<file path="src/rtl/shabsh_pkg.sv">
// ----------------------------------------------------------------------------
// SHA-256 byte stream hasher: shared package
// Types, sequencer states, round constants and the initial vector.
// ----------------------------------------------------------------------------
`default_nettype none

package shabsh_pkg;

  typedef logic [7:0]        byte_t;
  typedef logic [31:0]       word_t;
  typedef logic [2:0]        widx_t;
  typedef logic [5:0]        ridx_t;
  // Eight working or chaining words; index 0 is word a / H0.
  typedef logic [7:0][31:0]  chain_t;

  typedef enum logic [2:0] {
    ST_IDLE,
    ST_ROUND,
    ST_FOLD,
    ST_PAD,
    ST_EMIT
  } state_t;

  typedef enum logic [1:0] {
    PH_MARK,
    PH_ZERO,
    PH_LEN,
    PH_DONE
  } pad_phase_t;

  // Control from the sequencer to the round unit.
  typedef struct packed {
    logic  push;
    byte_t data;
    logic  load;
    logic  step;
    ridx_t round;
  } rnd_ctrl_t;

  localparam byte_t PAD_BYTE   = 8'h80;
  localparam ridx_t LEN_POS    = 6'd56;
  localparam ridx_t BLOCK_LAST = 6'd63;
  localparam ridx_t ROUND_LAST = 6'd63;
  localparam widx_t WORD_LAST  = 3'd7;

  localparam chain_t INIT_VEC = {
    32'h5be0cd19, 32'h1f83d9ab, 32'h9b05688c, 32'h510e527f,
    32'ha54ff53a, 32'h3c6ef372, 32'hbb67ae85, 32'h6a09e667
  };

  localparam word_t ROUND_K [64] = '{
    32'h428a2f98, 32'h71374491, 32'hb5c0fbcf, 32'he9b5dba5,
    32'h3956c25b, 32'h59f111f1, 32'h923f82a4, 32'hab1c5ed5,
    32'hd807aa98, 32'h12835b01, 32'h243185be, 32'h550c7dc3,
    32'h72be5d74, 32'h80deb1fe, 32'h9bdc06a7, 32'hc19bf174,
    32'he49b69c1, 32'hefbe4786, 32'h0fc19dc6, 32'h240ca1cc,
    32'h2de92c6f, 32'h4a7484aa, 32'h5cb0a9dc, 32'h76f988da,
    32'h983e5152, 32'ha831c66d, 32'hb00327c8, 32'hbf597fc7,
    32'hc6e00bf3, 32'hd5a79147, 32'h06ca6351, 32'h14292967,
    32'h27b70a85, 32'h2e1b2138, 32'h4d2c6dfc, 32'h53380d13,
    32'h650a7354, 32'h766a0abb, 32'h81c2c92e, 32'h92722c85,
    32'ha2bfe8a1, 32'ha81a664b, 32'hc24b8b70, 32'hc76c51a3,
    32'hd192e819, 32'hd6990624, 32'hf40e3585, 32'h106aa070,
    32'h19a4c116, 32'h1e376c08, 32'h2748774c, 32'h34b0bcb5,
    32'h391c0cb3, 32'h4ed8aa4a, 32'h5b9cca4f, 32'h682e6ff3,
    32'h748f82ee, 32'h78a5636f, 32'h84c87814, 32'h8cc70208,
    32'h90befffa, 32'ha4506ceb, 32'hbef9a3f7, 32'hc67178f2
  };

endpackage

`default_nettype wire

</file>
<file path="src/rtl/shabsh_if.sv">
// ----------------------------------------------------------------------------
// SHA-256 byte stream hasher: channel interfaces
// Valid/ready channels for message bytes and for digest words.
// ----------------------------------------------------------------------------
`default_nettype none

interface shabsh_in_if import shabsh_pkg::*; ();
  logic  valid;
  logic  ready;
  byte_t data_byte;
  logic  byte_present;
  logic  end_of_message;

  modport source (output valid, output data_byte, output byte_present,
                  output end_of_message, input ready);
  modport sink   (input valid, input data_byte, input byte_present,
                  input end_of_message, output ready);
endinterface

interface shabsh_out_if import shabsh_pkg::*; ();
  logic  valid;
  logic  ready;
  word_t digest_word;
  widx_t word_index;
  logic  last_word;

  modport source (output valid, output digest_word, output word_index,
                  output last_word, input ready);
  modport sink   (input valid, input digest_word, input word_index,
                  input last_word, output ready);
endinterface

`default_nettype wire

</file>
<file path="src/rtl/sha256_byte_stream_hasher.sv">
// ----------------------------------------------------------------------------
// SHA-256 byte stream hasher
// Absorbs a message one byte per request and returns its SHA-256 digest.
// ----------------------------------------------------------------------------
// Usage. The input channel in_ch takes one request per message byte:
// data_byte is absorbed when byte_present is high, and end_of_message closes
// the message after that byte (a request with no byte and end_of_message set
// finalises the message as it stands, which covers the empty message).
// The output channel out_ch then returns the digest as eight 32-bit words,
// most significant first, with word_index 0 to 7 and last_word on the eighth.
// Timing. Every 64th byte starts the compression: 64 rounds in the single
// shared round unit, one round a cycle, then a fold of the result into the
// chaining words. in_ch.ready is low during compression, padding and digest
// output. Finalisation pushes the pad, zero fill and length one byte a cycle
// (up to 72 bytes) with one or two compressions, then presents the words.
// Digest words come straight from the chaining registers; if the receiver
// stalls, a word simply holds until taken. After the eighth word the block
// returns to the initial vector.
// Reset (rst_n low, synchronous) restores the initial vector, clears the
// length and fill count and leaves the block idle and ready.
// ----------------------------------------------------------------------------
`default_nettype none

module sha256_byte_stream_hasher import shabsh_pkg::*; (
  input  wire logic     clk,
  input  wire logic     rst_n,
  shabsh_in_if.sink     in_ch,
  shabsh_out_if.source  out_ch
);

  state_t     state_r, state_nxt;
  pad_phase_t phase_r, phase_nxt;
  ridx_t      fill_r, fill_nxt;       // bytes held in the current block
  ridx_t      round_r, round_nxt;
  widx_t      len_idx_r, len_idx_nxt; // next length byte during padding
  widx_t      emit_idx_r, emit_idx_nxt;
  logic       fin_r, fin_nxt;         // finalising the current message
  logic [63:0] bits_r, bits_nxt;      // message length in bits, modulo 2^64
  chain_t     chain_r, chain_nxt;

  chain_t     work;
  rnd_ctrl_t  rctl;
  ridx_t      fill_inc;
  byte_t      pad_byte;
  logic       in_acc, out_acc;

  assign in_ch.ready = (state_r == ST_IDLE);
  assign in_acc      = in_ch.valid && in_ch.ready;
  assign out_acc     = out_ch.valid && out_ch.ready;
  assign fill_inc    = fill_r + 6'd1;

  // The length goes out big-endian: byte 0 is bits 63:56.
  always_comb begin
    case (phase_r)
      PH_MARK: pad_byte = PAD_BYTE;
      PH_LEN:  pad_byte = bits_r[{~len_idx_r, 3'b000} +: 8];
      default: pad_byte = 8'h00;
    endcase
  end

  // Next state.
  always_comb begin
    state_nxt = state_r;
    case (state_r)
      ST_IDLE: begin
        if (in_acc) begin
          if (in_ch.byte_present && fill_r == BLOCK_LAST) begin
            state_nxt = ST_ROUND;
          end else if (in_ch.end_of_message) begin
            state_nxt = ST_PAD;
          end
        end
      end
      ST_ROUND: begin
        if (round_r == ROUND_LAST) begin
          state_nxt = ST_FOLD;
        end
      end
      ST_FOLD: begin
        if (!fin_r) begin
          state_nxt = ST_IDLE;
        end else if (phase_r == PH_DONE) begin
          state_nxt = ST_EMIT;
        end else begin
          state_nxt = ST_PAD;
        end
      end
      ST_PAD: begin
        if (fill_r == BLOCK_LAST) begin
          state_nxt = ST_ROUND;
        end
      end
      ST_EMIT: begin
        if (out_acc && emit_idx_r == WORD_LAST) begin
          state_nxt = ST_IDLE;
        end
      end
      default: state_nxt = ST_IDLE;
    endcase
  end

  // Datapath control and counters.
  always_comb begin
    phase_nxt    = phase_r;
    fill_nxt     = fill_r;
    round_nxt    = round_r;
    len_idx_nxt  = len_idx_r;
    emit_idx_nxt = emit_idx_r;
    fin_nxt      = fin_r;
    bits_nxt     = bits_r;
    chain_nxt    = chain_r;
    rctl         = '0;
    rctl.round   = round_r;
    case (state_r)
      ST_IDLE: begin
        if (in_acc) begin
          fin_nxt      = in_ch.end_of_message;
          phase_nxt    = PH_MARK;
          len_idx_nxt  = '0;
          emit_idx_nxt = '0;
          round_nxt    = '0;
          if (in_ch.byte_present) begin
            rctl.push = 1'b1;
            rctl.data = in_ch.data_byte;
            rctl.load = (fill_r == BLOCK_LAST);
            fill_nxt  = fill_inc;
            bits_nxt  = bits_r + 64'd8;
          end
        end
      end
      ST_ROUND: begin
        rctl.step = 1'b1;
        round_nxt = round_r + 6'd1;
      end
      ST_FOLD: begin
        for (int i = 0; i < 8; i++) begin
          chain_nxt[i] = chain_r[i] + work[i];
        end
      end
      ST_PAD: begin
        rctl.push = 1'b1;
        rctl.data = pad_byte;
        rctl.load = (fill_r == BLOCK_LAST);
        fill_nxt  = fill_inc;
        round_nxt = '0;
        case (phase_r)
          PH_MARK, PH_ZERO: begin
            phase_nxt = (fill_inc == LEN_POS) ? PH_LEN : PH_ZERO;
          end
          PH_LEN: begin
            len_idx_nxt = len_idx_r + 3'd1;
            if (len_idx_r == WORD_LAST) begin
              phase_nxt = PH_DONE;
            end
          end
          default: phase_nxt = phase_r;
        endcase
      end
      ST_EMIT: begin
        if (out_acc) begin
          emit_idx_nxt = emit_idx_r + 3'd1;
          if (emit_idx_r == WORD_LAST) begin
            chain_nxt = INIT_VEC;
            fill_nxt  = '0;
            bits_nxt  = '0;
            fin_nxt   = 1'b0;
          end
        end
      end
      default: ;
    endcase
  end

  always_ff @(posedge clk) begin
    if (!rst_n) begin
      state_r    <= ST_IDLE;
      phase_r    <= PH_MARK;
      fill_r     <= '0;
      round_r    <= '0;
      len_idx_r  <= '0;
      emit_idx_r <= '0;
      fin_r      <= 1'b0;
      bits_r     <= '0;
      chain_r    <= INIT_VEC;
    end else begin
      state_r    <= state_nxt;
      phase_r    <= phase_nxt;
      fill_r     <= fill_nxt;
      round_r    <= round_nxt;
      len_idx_r  <= len_idx_nxt;
      emit_idx_r <= emit_idx_nxt;
      fin_r      <= fin_nxt;
      bits_r     <= bits_nxt;
      chain_r    <= chain_nxt;
    end
  end

  shabsh_round u_round (
    .clk   (clk),
    .ctrl  (rctl),
    .chain (chain_r),
    .work  (work)
  );

  assign out_ch.valid       = (state_r == ST_EMIT);
  assign out_ch.digest_word = chain_r[emit_idx_r];
  assign out_ch.word_index  = emit_idx_r;
  assign out_ch.last_word   = (emit_idx_r == WORD_LAST);

  // The length field always ends a block, so digest output starts on an empty block.
  a_emit_block_empty : assert property (@(posedge clk) disable iff (!rst_n)
    out_ch.valid |-> fill_r == '0)
    else $error("digest presented with a partly filled block");

  // Taking the last digest word restarts the chain and the length count.
  a_restart : assert property (@(posedge clk) disable iff (!rst_n)
    (out_ch.valid && out_ch.ready && out_ch.last_word)
      |=> (chain_r == INIT_VEC && bits_r == '0 && in_ch.ready))
    else $error("block did not return to the initial vector");

  // The 64th byte of a block always starts the compression rounds.
  a_block_full : assert property (@(posedge clk) disable iff (!rst_n)
    (in_ch.valid && in_ch.ready && in_ch.byte_present && fill_r == BLOCK_LAST)
      |=> (state_r == ST_ROUND && round_r == '0))
    else $error("full block did not start compression");

  // After the last round the result is folded into the chain.
  a_fold : assert property (@(posedge clk) disable iff (!rst_n)
    (state_r == ST_ROUND && round_r == ROUND_LAST) |=> state_r == ST_FOLD)
    else $error("compression did not end in a fold");

endmodule

`default_nettype wire

</file>
<file path="src/rtl/shabsh_round.sv">
// ----------------------------------------------------------------------------
// SHA-256 round unit
// Holds the 16-word schedule window, which doubles as the byte block, and
// the eight working words; performs one compression round per step.
// ----------------------------------------------------------------------------
`default_nettype none

module shabsh_round import shabsh_pkg::*; (
  input  wire logic      clk,
  input  wire rnd_ctrl_t ctrl,
  input  wire chain_t    chain,
  output chain_t         work
);

  // Word 15 is the oldest (W[t-16], also the round word W[t]); word 0 the newest.
  logic [15:0][31:0] window_r, window_nxt;
  chain_t            work_r, work_nxt;

  word_t w_new, t1, t2;
  word_t a, b, c, d, e, f, g, h;

  function automatic word_t rotr(input word_t x, input int unsigned n);
    rotr = (x >> n) | (x << (32 - n));
  endfunction

  assign a = work_r[0];
  assign b = work_r[1];
  assign c = work_r[2];
  assign d = work_r[3];
  assign e = work_r[4];
  assign f = work_r[5];
  assign g = work_r[6];
  assign h = work_r[7];

  always_comb begin
    w_new = window_r[15]
          + (rotr(window_r[14], 7) ^ rotr(window_r[14], 18) ^ (window_r[14] >> 3))
          + window_r[6]
          + (rotr(window_r[1], 17) ^ rotr(window_r[1], 19) ^ (window_r[1] >> 10));
    t1 = h + (rotr(e, 6) ^ rotr(e, 11) ^ rotr(e, 25)) + ((e & f) ^ (~e & g))
       + ROUND_K[ctrl.round] + window_r[15];
    t2 = (rotr(a, 2) ^ rotr(a, 13) ^ rotr(a, 22)) + ((a & b) ^ (a & c) ^ (b & c));
  end

  always_comb begin
    window_nxt = window_r;
    work_nxt   = work_r;
    if (ctrl.push) begin
      // The whole window moves up by one byte; the top byte falls out.
      window_nxt = {window_r[15][23:0], window_r[14:0], ctrl.data};
    end else if (ctrl.step) begin
      window_nxt = {window_r[14:0], w_new};
    end
    if (ctrl.load) begin
      work_nxt = chain;
    end else if (ctrl.step) begin
      work_nxt = {g, f, e, d + t1, c, b, a, t1 + t2};
    end
  end

  always_ff @(posedge clk) begin
    window_r <= window_nxt;
    work_r   <= work_nxt;
  end

  assign work = work_r;

endmodule

`default_nettype wire

</file>
<file path="src/flat_wrapper.sv">
// flat-port wrapper written by rule: the top's interface ports become plain ports
module sha256_byte_stream_hasher_flat import shabsh_pkg::*;
  (clk, rst_n, in_ch_valid, in_ch_data_byte, in_ch_byte_present, in_ch_end_of_message, in_ch_ready, out_ch_valid, out_ch_digest_word, out_ch_word_index, out_ch_last_word, out_ch_ready);
  shabsh_in_if in_ch_i ();
  shabsh_out_if out_ch_i ();
  input  wire logic clk;
  input  wire logic rst_n;
  input wire logic [$bits(in_ch_i.valid)-1:0] in_ch_valid;
  input wire logic [$bits(in_ch_i.data_byte)-1:0] in_ch_data_byte;
  input wire logic [$bits(in_ch_i.byte_present)-1:0] in_ch_byte_present;
  input wire logic [$bits(in_ch_i.end_of_message)-1:0] in_ch_end_of_message;
  output wire logic [$bits(in_ch_i.ready)-1:0] in_ch_ready;
  output wire logic [$bits(out_ch_i.valid)-1:0] out_ch_valid;
  output wire logic [$bits(out_ch_i.digest_word)-1:0] out_ch_digest_word;
  output wire logic [$bits(out_ch_i.word_index)-1:0] out_ch_word_index;
  output wire logic [$bits(out_ch_i.last_word)-1:0] out_ch_last_word;
  input wire logic [$bits(out_ch_i.ready)-1:0] out_ch_ready;
  assign in_ch_i.valid = in_ch_valid;
  assign in_ch_i.data_byte = in_ch_data_byte;
  assign in_ch_i.byte_present = in_ch_byte_present;
  assign in_ch_i.end_of_message = in_ch_end_of_message;
  assign in_ch_ready = in_ch_i.ready;
  assign out_ch_valid = out_ch_i.valid;
  assign out_ch_digest_word = out_ch_i.digest_word;
  assign out_ch_word_index = out_ch_i.word_index;
  assign out_ch_last_word = out_ch_i.last_word;
  assign out_ch_i.ready = out_ch_ready;
  sha256_byte_stream_hasher u_core (.clk(clk), .rst_n(rst_n), .in_ch(in_ch_i), .out_ch(out_ch_i));
endmodule
</file>
<file path="config.mk">
export PLATFORM = sky130hd
export DESIGN_NAME = sha256_byte_stream_hasher_flat
export DESIGN_NICKNAME = d
export VERILOG_FILES = /design/src/rtl/shabsh_pkg.sv /design/src/rtl/shabsh_if.sv /design/src/rtl/sha256_byte_stream_hasher.sv /design/src/rtl/shabsh_round.sv /design/src/flat_wrapper.sv
export SDC_FILE = /design/constraint.sdc
export NUM_CORES = 2
export LEC_CHECK = 0
export BUFFER_PORTS_ARGS = -buffer_cell sky130_fd_sc_hd__buf_2
export CAP_MARGIN = 10
export CORE_MARGIN = 5
export CORE_UTILIZATION = 30
export CTS_BUF_LIST = sky130_fd_sc_hd__clkbuf_16
export DETAILED_ROUTE_END_ITERATION = 8
export GPL_TIMING_DRIVEN = 0
export MAX_ROUTING_LAYER = met4
export SKIP_CTS_REPAIR_TIMING = 1
export SLEW_MARGIN = 20
export SYNTH_ARGS = -nofsm -noshare
export SYNTH_HDL_FRONTEND = slang
export SYNTH_SLANG_ARGS = --single-unit
</file>
<file path="constraint.sdc">
create_clock -name clk -period 72.2 [get_ports clk]
set_clock_uncertainty 0.1 [all_clocks]
set_input_delay 18.05 -clock clk [delete_from_list [all_inputs] [get_ports clk]]
set_output_delay 18.05 -clock clk [all_outputs]
set_load 0.03 [all_outputs]
</file>
==> flow_summary.toml <==
[floorplan]
die_area_um2 = 258000
io-pin-count = 52
fp.dieH_um = 508
core_region_area_um2 = 248000
die_w_um = 508
core.rowCount = 183
initial_utilization_pct = 30.0

[grt]
grt_remaining_overflow = 0
grt_antenna_before_repair = 19
grt_first_pass_wirelength_mm = 425
grt_start_max_net_pins = 49
grt_usage_pct = 22.9
first_global_vias = 61943

[sta]
relSlewSlack_pct = 14.9
hold_slack_ns = 0.385
final_max_slew_viol_count = 0
timing_hold_violations_final = 0
layout_min_cycle_time_ns = 23.03
clock.fmax_mhz = 43.4
setup_viol = 0
max_slew.worst_pin.slew_ns = 1.28
min_period_over_period_pct = 31.9
final.setup.tns_ns = 0
setup_repair_after_global_routing_missed_its_margin = "false"

[placed_design]
placed_cell_area_um2 = 79800
numPortBuffers = 51
dp_hpwl_mm = 232
routabilityCongestion = 1.01

[worst_hold_path]
worst_hold_path.endpoint = "u_core.fill_r[5]"
holdPathStages = 1
hold_path_class = "reg -> reg"
hold_path.startpoint = "u_core.fill_r[5]"

[detailed_routing]
drcViolationCount = 0
detail_route.vias_per_cell = 5.39
route.detailed.wl_per_inst_um = 24.8
number_of_drc_violations_after_detailed_routing_iteration_0 = 7568
final_antenna_net_count = 0
via_count = 64735
detail_route.first_pass.iterations = 8
route.final.wire_length_mm = 297

[worst_setup_path]
crit_path_frequent_cell = "sky130_fd_sc_hd__buf_2"
startpoint_type = "register"
worstPathArrival_ns = 4.88
cp_max_stage_delay_ns = 1.04
critical_path.cell_chain = "buf_2, buf_2, mux4_2, o21ai_1, buf_2"
worst_setup_path_end_kind = "primary output"
cpLargestDelayFamily = "buffers and inverters"
ff2ff_setup_slack_ns = 59.45
crit_slowest_cell = "sky130_fd_sc_hd__dfxtp_1"
worst-setup-path-type = "reg -> out"
cp_data_required_time_ns = 54.05
r2r_end = "u_core.u_round.a[31]"
worst-path-buf-inv = 3
reg2reg_depth = 39
crit-reg2reg-launch = "u_core.round_r[0]"
cp_max_fo = 10

[finish]
layout-drive-gt1-share_pct = 5.82
layout.cells.most_common_list = "sky130_fd_sc_hd__nand2_1, sky130_fd_sc_hd__edfxtp_1, sky130_fd_sc_hd__a21oi_1"
layout.cells.most_common = "sky130_fd_sc_hd__nand2_1"
postLayoutCellArea_um2 = 84400
fin_util_pct = 34.0
final_nets = 9164
area_growth_pct = 13.3

[outcome]
result_of_the_run = "complete, no violations"

[synthesis]
post_synth.cell_area_avg_um2 = 8.93
yosys_most_used_dff = "sky130_fd_sc_hd__edfxtp_1"
synth-seq-cells = 1109
synth_cell_types = 96
sequential_area_share_after_synthesis_pct = 40.1
postSynthCellCount = 8337
syn_nets = 8942
synth_edf_count = 768
ys_warn_count = 0
synth_area_um2 = 74500
async_reset_ff_share_pct = 0

[cts]
cts.root.buffer_cell = "sky130_fd_sc_hd__clkbuf_16"
cts_buffers = 136
tritoncts_clock_tree = "yes"
cts_num_sinks = 1109
clk_pin_slew_ns = 0.06
clockBufferDepth = 3
clock_insertion_delay_worst_skew_ns = 0.82
clock_tree.htree_level_count = 4

[run]
maxCapViolations = 0
-- worst max path at each step --
stage,start,to,slack [ns],depth (start not counted)
2_1_floorplan,out_ch_ready,u_core.u_round.window_r[0],15.84,4
3_3_place_gp,out_ch_ready,u_core.u_round.window_r[143],0.29,5
3_5_place_dp,in_ch_valid,u_core.u_round.a[29],49.33,12
4_1_cts,u_core.out_ch.word_index[0],out_ch_digest_word[1],49.24,5
5_1_grt,u_core.out_ch.word_index[0],out_ch_digest_word[1],49.15,5
6_report,u_core.out_ch.word_index[0],out_ch_digest_word[1],49.17,5
-- flip-flops by register name (all words and copies together) (netlist names), 6 cells and up --
signal and cells:
u_core.u_round.e 32, u_core.u_round.h 32, u_core.round_r 6, u_core.u_round.f 32
u_core.u_round.b 32, u_core.u_round.window_r 512, u_core.bits_r 61, u_core.u_round.c 32
u_core.u_round.g 32, u_core.u_round.d 32, u_core.chain_r 256, u_core.fill_r 6
u_core.u_round.a 32
-- metrics by stage --
| step | worst slack, ns | instances |
|---|---|---|
| after CTS | 49.24 | 12000 |
| after global placement | 0.286 | 11718 |
| final | 49.17 | 12010 |
| after global routing | 49.15 | 12005 |
| after detailed placement | 49.33 | 11751 |
| after floorplan | 15.84 | 8337 |
-- cell type report --
| type | count | area [µm²] |
|---|---|---|
| fillers | 25464 | 164000 |
| multi-input cells | 6423 | 41600 |
| flip-flops and latches | 1109 | 29900 |
| well taps | 3330 | 4170 |
| clock buffers | 137 | 3430 |
| plain buffers | 476 | 1820 |
| inverters | 329 | 1230 |
| repair buffers | 84 | 1110 |
| clock inverters | 112 | 1080 |
| diodes | 10 | 25.0 |
-- cells in the mapped netlist, types with 194 or more instances --
library cell	n	area [µm²]
sky130_fd_sc_hd__clkbuf_1	437	1640
sky130_fd_sc_hd__fa_1	195	3900
sky130_fd_sc_hd__a21oi_1	455	2280
sky130_fd_sc_hd__o21ai_0	370	1850
sky130_fd_sc_hd__xnor2_1	385	3370
sky130_fd_sc_hd__nor2_1	402	1510
sky130_fd_sc_hd__nand2_1	2445	9180
sky130_fd_sc_hd__xor2_1	233	2040
sky130_fd_sc_hd__ha_1	396	4950
sky130_fd_sc_hd__a21o_1	194	1460
sky130_fd_sc_hd__inv_1	328	1230
sky130_fd_sc_hd__edfxtp_1	768	23100
sky130_fd_sc_hd__dfxtp_1	341	6830
-- metal layers --
metal / up-vias / track usage [%] / part of all wire, %
met5: - / - / 0
met4: 0 / 9.99 / 5.2
met3: 637 / 4.67 / 9.1
met2: 3112 / 34.6 / 44
met1: 31808 / 29.6 / 42
li1: 29178 / - / -
-- cell families (layout without fill, tap and decap cells) --
group,after synthesis,in the layout,synth area share [%]
simple gates,3404,3404,18.9
compound gates,1635,1635,13.8
flops,1109,1109,40.1
buf+inv,805,1138,4.06
xor+xnor,620,620,7.32
fa+ha+maj,595,595,11.9
mux,169,169,3.77
other cells,0,10,0
Power is not shown: default switching activity piles up to over one toggle a cycle in this logic, so the estimate is an artifact.
